File: src/sv/pidl_pkg.sv
// Package for the positional insert/delete list.
// Holds field widths, action and status codes, and the controller/datapath link types.
// No dependencies.
package pidl_pkg;

  localparam int unsigned ActW   = 3;
  localparam int unsigned PosW   = 8;
  localparam int unsigned DataW  = 32;
  localparam int unsigned StatW  = 2;
  localparam int unsigned CountW = 8;

  localparam int unsigned CapacityDef = 128;

  localparam logic [ActW-1:0] ActInsert = 3'd0;
  localparam logic [ActW-1:0] ActEdit   = 3'd1;
  localparam logic [ActW-1:0] ActDelete = 3'd2;
  localparam logic [ActW-1:0] ActRead   = 3'd3;
  localparam logic [ActW-1:0] ActClear  = 3'd4;

  localparam logic [StatW-1:0] StOk     = 2'd0;
  localparam logic [StatW-1:0] StFull   = 2'd1;
  localparam logic [StatW-1:0] StEmpty  = 2'd2;
  localparam logic [StatW-1:0] StBadPos = 2'd3;

  typedef enum logic [2:0] {
    KindNone,
    KindWrite,
    KindUp,
    KindDown,
    KindRead
  } kind_e;

  typedef struct packed {
    logic load;
    logic seed;
    logic rd;
    logic rd_pos;
    logic wr_val;
    logic finish;
  } dp_cmd_t;

  typedef struct packed {
    kind_e kind;
    logic  up;
    logic  last;
    logic  out_free;
  } dp_stat_t;

endpackage

File: src/sv/pidl_ctrl.sv
// Controller state machine for the positional insert/delete list.
// Depends on pidl_pkg; drives datapath commands from datapath status.
module pidl_ctrl import pidl_pkg::*; (
  input  logic     clk_i,
  input  logic     rst_ni,
  input  logic     in_valid_i,
  output logic     in_ready_o,
  input  dp_stat_t stat_i,
  output dp_cmd_t  cmd_o
);

  localparam logic [2:0] S_IDLE  = 3'd0;
  localparam logic [2:0] S_DEC   = 3'd1;
  localparam logic [2:0] S_SHIFT = 3'd2;
  localparam logic [2:0] S_DRAIN = 3'd3;
  localparam logic [2:0] S_WVAL  = 3'd4;
  localparam logic [2:0] S_FIN   = 3'd5;

  logic [2:0] state_q, state_d;

  always_comb begin
    state_d    = state_q;
    cmd_o      = '0;
    in_ready_o = 1'b0;
    case (state_q)
      S_IDLE: begin
        in_ready_o = 1'b1;
        if (in_valid_i) begin
          cmd_o.load = 1'b1;
          state_d    = S_DEC;
        end
      end
      S_DEC: begin
        case (stat_i.kind)
          KindWrite: begin
            cmd_o.wr_val = 1'b1;
            state_d      = S_FIN;
          end
          KindUp, KindDown: begin
            cmd_o.seed = 1'b1;
            state_d    = S_SHIFT;
          end
          KindRead: begin
            cmd_o.rd_pos = 1'b1;
            state_d      = S_FIN;
          end
          default: begin
            state_d = S_FIN;
          end
        endcase
      end
      S_SHIFT: begin
        cmd_o.rd = 1'b1;
        if (stat_i.last) begin
          state_d = S_DRAIN;
        end
      end
      S_DRAIN: begin
        state_d = stat_i.up ? S_WVAL : S_FIN;
      end
      S_WVAL: begin
        cmd_o.wr_val = 1'b1;
        state_d      = S_FIN;
      end
      S_FIN: begin
        if (stat_i.out_free) begin
          cmd_o.finish = 1'b1;
          state_d      = S_IDLE;
        end
      end
      default: begin
        state_d = S_IDLE;
      end
    endcase
  end

  always_ff @(posedge clk_i or negedge rst_ni) begin
    if (!rst_ni) begin
      state_q <= S_IDLE;
    end else begin
      state_q <= state_d;
    end
  end

endmodule

File: config.mk
export PLATFORM = sky130hd
export DESIGN_NAME = pidl_ctrl
export DESIGN_NICKNAME = d
export VERILOG_FILES = /design/src/sv/pidl_pkg.sv /design/src/sv/pidl_ctrl.sv
export SDC_FILE = /design/constraint.sdc
export NUM_CORES = 1
export LEC_CHECK = 0
export ABC_AREA = 1
export BUFFER_PORTS_ARGS = -buffer_cell sky130_fd_sc_hd__buf_2
export CORE_AREA = 2 2 39 41
export CTS_BUF_LIST = sky130_fd_sc_hd__clkbuf_8
export DETAILED_ROUTE_END_ITERATION = 10
export DIE_AREA = 0 0 41 43
export PLACE_DENSITY = 0.49
export RECOVER_POWER = 50
export SLEW_MARGIN = 25
export SYNTH_ARGS = -nofsm -noshare
export SYNTH_HDL_FRONTEND = slang
export SYNTH_SLANG_ARGS = --single-unit
File: constraint.sdc
create_clock -name clk_i -period 1.4 [get_ports clk_i]
set_input_delay 0.28 -clock clk_i [delete_from_list [all_inputs] [get_ports clk_i]]
set_output_delay 0.28 -clock clk_i [all_outputs]
set_load 0.01 [all_outputs]
==> flow_metrics.py, run 1 <==
metrics = {
    "cells_and_area": {
        "final_util": 0.328,
        "largest_reg_flops": 3,
        "fin_nets": 77,
        "antenna_cells": 0,
        "largest-register": "state_q",
        "fillers": 166,
        "drive_gt1_frac": 0.478,
        "top_regs": "state_q (3)",
        "syn2layout_area_growth_pct": 72.9,
    },
    "global_routing": {
        "grt_pass1_vias": 265,
        "grt_max_degree": 6,
        "antenna_found_initial": 0,
        "grt_pass1_wl_mm": 1.05,
        "grt_usage": 0.0917,
        "grt-ovfl-total": 0,
    },
    "run_status": {
        "failed_checks": "negative setup slack",
        "status": "finished with violations",
    },
    "die": {
        "initial_core_util": 0.190,
        "io_pins": 16,
        "die_area_um2": 1760,
        "core-area_um2": 1380,
        "die_w_um": 41,
        "die_height_um": 43,
        "row_count": 14,
    },
    "synthesis": {
        "ys_types": 13,
        "synthTopCellsByArea": "dfrtp_1 29%, nor2_1 13%, inv_1 11%",
        "ys_ff_latch": 3,
        "synth_warnings": 0,
        "syn_nets": 52,
        "synth-seq-area-share": 0.286,
        "postSynthCellCount": 43,
        "synth_largest_area_cell": "dfrtp_1",
        "synth_top_area_share": 0.286,
        "syn_area_um2": 263,
        "syn-mean-instance-area_um2": 6.11,
    },
    "routing": {
        "drcViolationCount": 0,
        "m1WireLength_um": 298,
        "vias_per_cell": 4.00,
        "met2_length_um": 286,
        "num_vias": 332,
        "antenna_left": 0,
        "wl_per_cell_um": 7.84,
        "postRouteWirelength_um": 651,
        "met3_length_um": 66,
        "firstDrtPassIters": 3,
        "drt_iter0_drc": 7,
        "highest_layer": "met3",
    },
    "timing": {
        "setup_violations": 3,
        "slew-limit-headroom": 0.866,
        "fmax_mhz": 699,
        "finalCriticalPeriod_ns": 1.43,
        "period_share": 1.02,
        "worst_pin_slew_ns": 0.201,
        "hold_viol": 0,
        "worst_slack_ns": -0.0315,
        "fin_worst_skew_ns": 0.00293,
        "hold_ws_ns": 0.361,
        "slew_violations": 0,
        "rsz0062_at_grt": "true",
    },
    "power_and_ir_drop": {
        "leakagePower_uw": 0.000265,
        "powerDensity_nw_per_um2": 2050,
        "peakVddDrop_mv": 0.951,
    },
    "setup_path": {
        "r2r-start": "state_q[1]$_DFFE_PN0P_",
        "arrival_ns": 1.15,
        "ff2ff_setup_slack_ns": 0.36,
        "required_ns": 1.12,
        "critPathMaxFanout": 5,
        "critPathCaptureType": "output pin",
        "rr_worst_depth": 6,
        "path_class": "reg2out",
        "timing.rr.end": "state_q[0]$_DFFE_PN0P_",
        "worst_setup_path_start_kind": "register",
    },
    "clock_network": {
        "cts_made_buffers": 3,
        "htree_levels": 1,
        "cts_buffer_depth": 2,
        "root_buffer": "clkbuf_8",
        "worstSkewPairLatency_ns": 0.21,
        "clkTransAtPathRegs_ns": 0.03,
        "cts_tree": "built",
        "cts_sinks": 3,
    },
    "flow_run": {
        "maxCapViolations": 0,
    },
    "worst_hold_path": {
        "whs_path_depth": 4,
        "hp-class": "in2reg",
        "min_from": "stat_i[0]",
        "holdPathEnd": "state_q[0]$_DFFE_PN0P_",
    },
    "placement": {
        "gp_congestion": 0.685,
        "place_ws_ns": 0.116,
        "io_buffers": 15,
        "dp_hpwl_um": 474,
    },
}
worst max-delay path, cell delays in order, from the launching register on:
cell     delay (ns)
dfrtp_2        0.41
inv_2          0.06
nor2_4         0.11
nand2_2        0.08
nor4_2         0.12
buf_2          0.16
layout make-up:
| type | instances | area [um^2] | share of cell area |
|---|---|---|---|
| timing repair buffer | 20 | 114 | 0.251 |
| inverter | 9 | 33.8 | 0.0744 |
| clock inverter | 1 | 3.75 | 0.00826 |
| clock buffer | 3 | 41.3 | 0.0909 |
| multi-input combinational | 31 | 164 | 0.361 |
| sequential | 3 | 77.6 | 0.171 |
| tap | 16 | 20.0 | 0.0441 |
routing by layer:
layer | GRT usage | up-vias
met5 | 0 | -
met4 | 0.0400 | 0
met3 | 0.0628 | 0
met2 | 0.103 | 14
met1 | 0.130 | 136
li1 | - | 182
power by group:
group	total (uW)	internal (uW)	switching [uW]	leakage [uW]
Clock	241	186	54.9	0.0000269
Sequential	200	132	68.1	0.0000344
Combinational	488	221	267	0.000204
Total	929	539	390	0.000265
cell usage after synthesis (all sizes together):
cell,n
dfrtp,3
nand4,1
nor4,1
nand3b,1
nand3,6
inv,9
o21ai,2
nand2,9
nor2,11
cells by family after synthesis:
family / count (synthesis) / share of synthesized area
simple gates: 29 / 0.548
buf+inv: 9 / 0.129
flops: 3 / 0.286
compound gates: 2 / 0.0381
through the flow:
step / power (uW) / instances / TNS (ns) / instance area [um^2]
after floorplan: 464 / 43 / 0 / 263
after global placement: 591 / 74 / 0 / 358
after detailed placement: 582 / 74 / 0 / 358
after CTS: 925 / 83 / -0.0554 / 450
after global routing: 1020 / 83 / -0.385 / 454
final: 929 / 83 / -0.0478 / 454
cell usage in the layout, fill, tap and decap left out:
cell           count
buf_2             14
buf_4              4
clkbuf_1           1
clkbuf_8           3
dfrtp_1            1
dfrtp_2            2
dlygate4sd3_1      1
inv_1              8
inv_2              2
nand2_1            8
nand2_2            1
nand3_1            5
nand3_2            1
nand3b_1           1
nand4_1            1
nor2_1             7
nor2_2             3
nor2_4             1
nor4_2             1
o21ai_1            2
worst max path at each step:
stage	start	endpoint	slack, ns	depth (start not counted)
floorplan	state_q[1]$_DFFE_PN0P_	cmd_o[2]	0.22	3
global placement	state_q[1]$_DFFE_PN0P_	cmd_o[2]	0.12	4
detailed placement	state_q[1]$_DFFE_PN0P_	cmd_o[2]	0.12	4
CTS	state_q[1]$_DFFE_PN0P_	cmd_o[1]	-0.03	4
global route	state_q[1]$_DFFE_PN0P_	cmd_o[5]	-0.10	4
finish	state_q[0]$_DFFE_PN0P_	cmd_o[2]	-0.03	5
repair_timing:
action	CTS	global route
hold endpoints to repair	3	0
resized for setup	4	2
endpoints found under the setup margin	6	7
buffers inserted	4	0
hold buffers	1	0
pin swaps	1	0
Note: power is estimated with default switching activity, not from simulation.
==> run 2, diff against run 1 <==
==> constraint.sdc (replaced) <==
create_clock -name clk_i -period 1.4 [get_ports clk_i]
set_input_delay 0.28 -clock clk_i [delete_from_list [all_inputs] [get_ports clk_i]]
set_output_delay 0.28 -clock clk_i [all_outputs]
set_load 0.02 [all_outputs]
==> run 2 against run 1 <==
Net effect:
- the flow still finishes with violations (negative setup slack)
- critical endpoint unchanged
- total power is 5.6% higher
- maximum frequency is 2.3% lower
- die area stayed put
- sequential power hardly changed
- sequential share of layout area is 0.19 points lower
- highest routed layer unchanged
- first-iteration DRC count is 43% higher
- final area is 1.1% higher
- largest power group unchanged
- count of clock-buffer cells in the layout stayed put
- critical path depth stayed put
- sequential cell count stayed put
==> flow_metrics.py, run 2 (synthesized netlist as in run 1, its figures left out) <==
metrics = {
    "setup_path": {
        "critPathCaptureType": "output pin",
        "ff2ff_setup_slack_ns": 0.36,
        "r2r-start": "state_q[1]$_DFFE_PN0P_",
        "required_ns": 1.12,
        "arrival_ns": 1.19,
        "rr_worst_depth": 6,
        "critPathMaxFanout": 5,
        "worst_setup_path_start_kind": "register",
        "path_class": "reg2out",
        "timing.rr.end": "state_q[0]$_DFFE_PN0P_",
    },
    "die": {
        "io_pins": 16,
        "core-area_um2": 1380,
        "row_count": 14,
        "die_height_um": 43,
        "initial_core_util": 0.190,
        "die_w_um": 41,
        "die_area_um2": 1760,
    },
    "worst_hold_path": {
        "hp-class": "in2reg",
        "whs_path_depth": 4,
        "min_from": "stat_i[0]",
        "holdPathEnd": "state_q[0]$_DFFE_PN0P_",
    },
    "timing": {
        "rsz0062_at_grt": "true",
        "slew_violations": 0,
        "worst_pin_slew_ns": 0.201,
        "period_share": 1.05,
        "fin_worst_skew_ns": 0.00293,
        "hold_viol": 0,
        "fmax_mhz": 682,
        "setup_violations": 3,
        "worst_slack_ns": -0.0657,
        "finalCriticalPeriod_ns": 1.47,
        "slew-limit-headroom": 0.866,
    },
    "clock_network": {
        "cts_buffer_depth": 2,
        "worstSkewPairLatency_ns": 0.21,
        "root_buffer": "clkbuf_8",
        "cts_sinks": 3,
        "clkTransAtPathRegs_ns": 0.03,
        "cts_tree": "built",
        "cts_made_buffers": 3,
        "htree_levels": 1,
    },
    "global_routing": {
        "grt_usage": 0.0917,
        "met3_usage": 0.0628,
        "antenna_found_initial": 0,
        "grt_busiest_layer": "met1",
        "grt-ovfl-total": 0,
        "grt_max_degree": 6,
        "grt_use_met1": 0.130,
        "grt_pass1_wl_mm": 1.05,
        "grt_pass1_vias": 265,
        "use_met2": 0.103,
    },
    "power_and_ir_drop": {
        "leakagePower_uw": 0.000265,
        "power_uw": 981,
        "peakVddDrop_mv": 0.963,
        "powerDensity_nw_per_um2": 2140,
    },
    "routing": {
        "wl_per_cell_um": 7.90,
        "drt_iter0_drc": 10,
        "postRouteWirelength_um": 656,
        "firstDrtPassIters": 3,
        "antenna_left": 0,
        "vias_per_cell": 4.00,
        "num_vias": 332,
        "drcViolationCount": 0,
    },
    "cells_and_area": {
        "final_common_cell": "buf_2",
        "fin_nets": 77,
        "antenna_cells": 0,
        "fillers": 167,
        "syn2layout_area_growth_pct": 74.8,
        "largest_reg_flops": 3,
        "top_regs": "state_q (3)",
        "final_cell_mix": "12 x buf_2, 8 x nand2_1, 8 x inv_1",
        "largest-register": "state_q",
        "final_cells": 83,
        "drive_gt1_frac": 0.478,
    },
    "placement": {
        "dp_hpwl_um": 474,
        "io_buffers": 15,
        "dp.cells": 74,
        "gp_congestion": 0.685,
    },
    "flow_run": {
        "maxCapViolations": 0,
    },
    "run_status": {
        "status": "finished with violations",
        "failed_checks": "negative setup slack",
    },
}
run 2: cell counts in the layout (fill, tap and decap cells not counted):
No cell type changed its count.
run 2: final cells by class:
class	count	area, um^2	share of cell area
multi-input combinational	31	164	0.357
timing repair buffer	20	119	0.259
sequential	3	77.6	0.169
clock buffer	3	41.3	0.0899
inverter	9	33.8	0.0736
tap	16	20.0	0.0436
clock inverter	1	3.75	0.00817
run 2: critical path, stage by stage (launching register included):
cell	delay, ns
dfrtp_2	0.41
inv_2	0.06
nor2_4	0.11
nand2_2	0.08
nor4_2	0.12
buf_2	0.19
run 2: what timing repair did:
item / 4_1_cts / 5_1_grt
pin swaps: 1 / 0
gates resized for setup: 4 / 4
setup buffers: 4 / 0
hold endpoints to repair: 3 / 0
hold buffers: 1 / 0
setup endpoints to repair: 7 / 7
run 2: worst max-delay path by stage:
stage / startpoint / end / slack (ns)
floorplan: state_q[1]$_DFFE_PN0P_ / cmd_o[2] / 0.06
global placement: state_q[1]$_DFFE_PN0P_ / cmd_o[2] / 0.09
detailed placement: state_q[1]$_DFFE_PN0P_ / cmd_o[2] / 0.08
CTS: state_q[1]$_DFFE_PN0P_ / cmd_o[1] / -0.06
global route: state_q[1]$_DFFE_PN0P_ / cmd_o[5] / -0.14
finish: state_q[0]$_DFFE_PN0P_ / cmd_o[2] / -0.07
run 2: metrics by stage:
step	instance area, um^2	hold WS (ns)	TNS [ns]	utilization	setup WS, ns
after floorplan	263	-0.0156	0	-	0.0588
after global placement	358	0.0792	0	0.259	0.0871
after detailed placement	358	0.0810	0	0.259	0.0827
after CTS	450	0.362	-0.177	0.325	-0.0596
after global routing	459	0.411	-0.586	0.332	-0.136
final	459	0.361	-0.150	0.332	-0.0657
run 2: report_power, final:
group / switching (uW) / total [uW] / internal [uW]
Combinational: 311 / 540 / 228
Sequential: 68.1 / 200 / 132
Clock: 54.9 / 241 / 186
run 2: per-layer routing:
| metal | vias up | routed length, um |
|---|---|---|
| met4 | 0 | 0 |
| met3 | 0 | 67 |
| met1 | 136 | 298 |
| met2 | 14 | 290 |
| met5 | - | 0 |
| li1 | 182 | - |
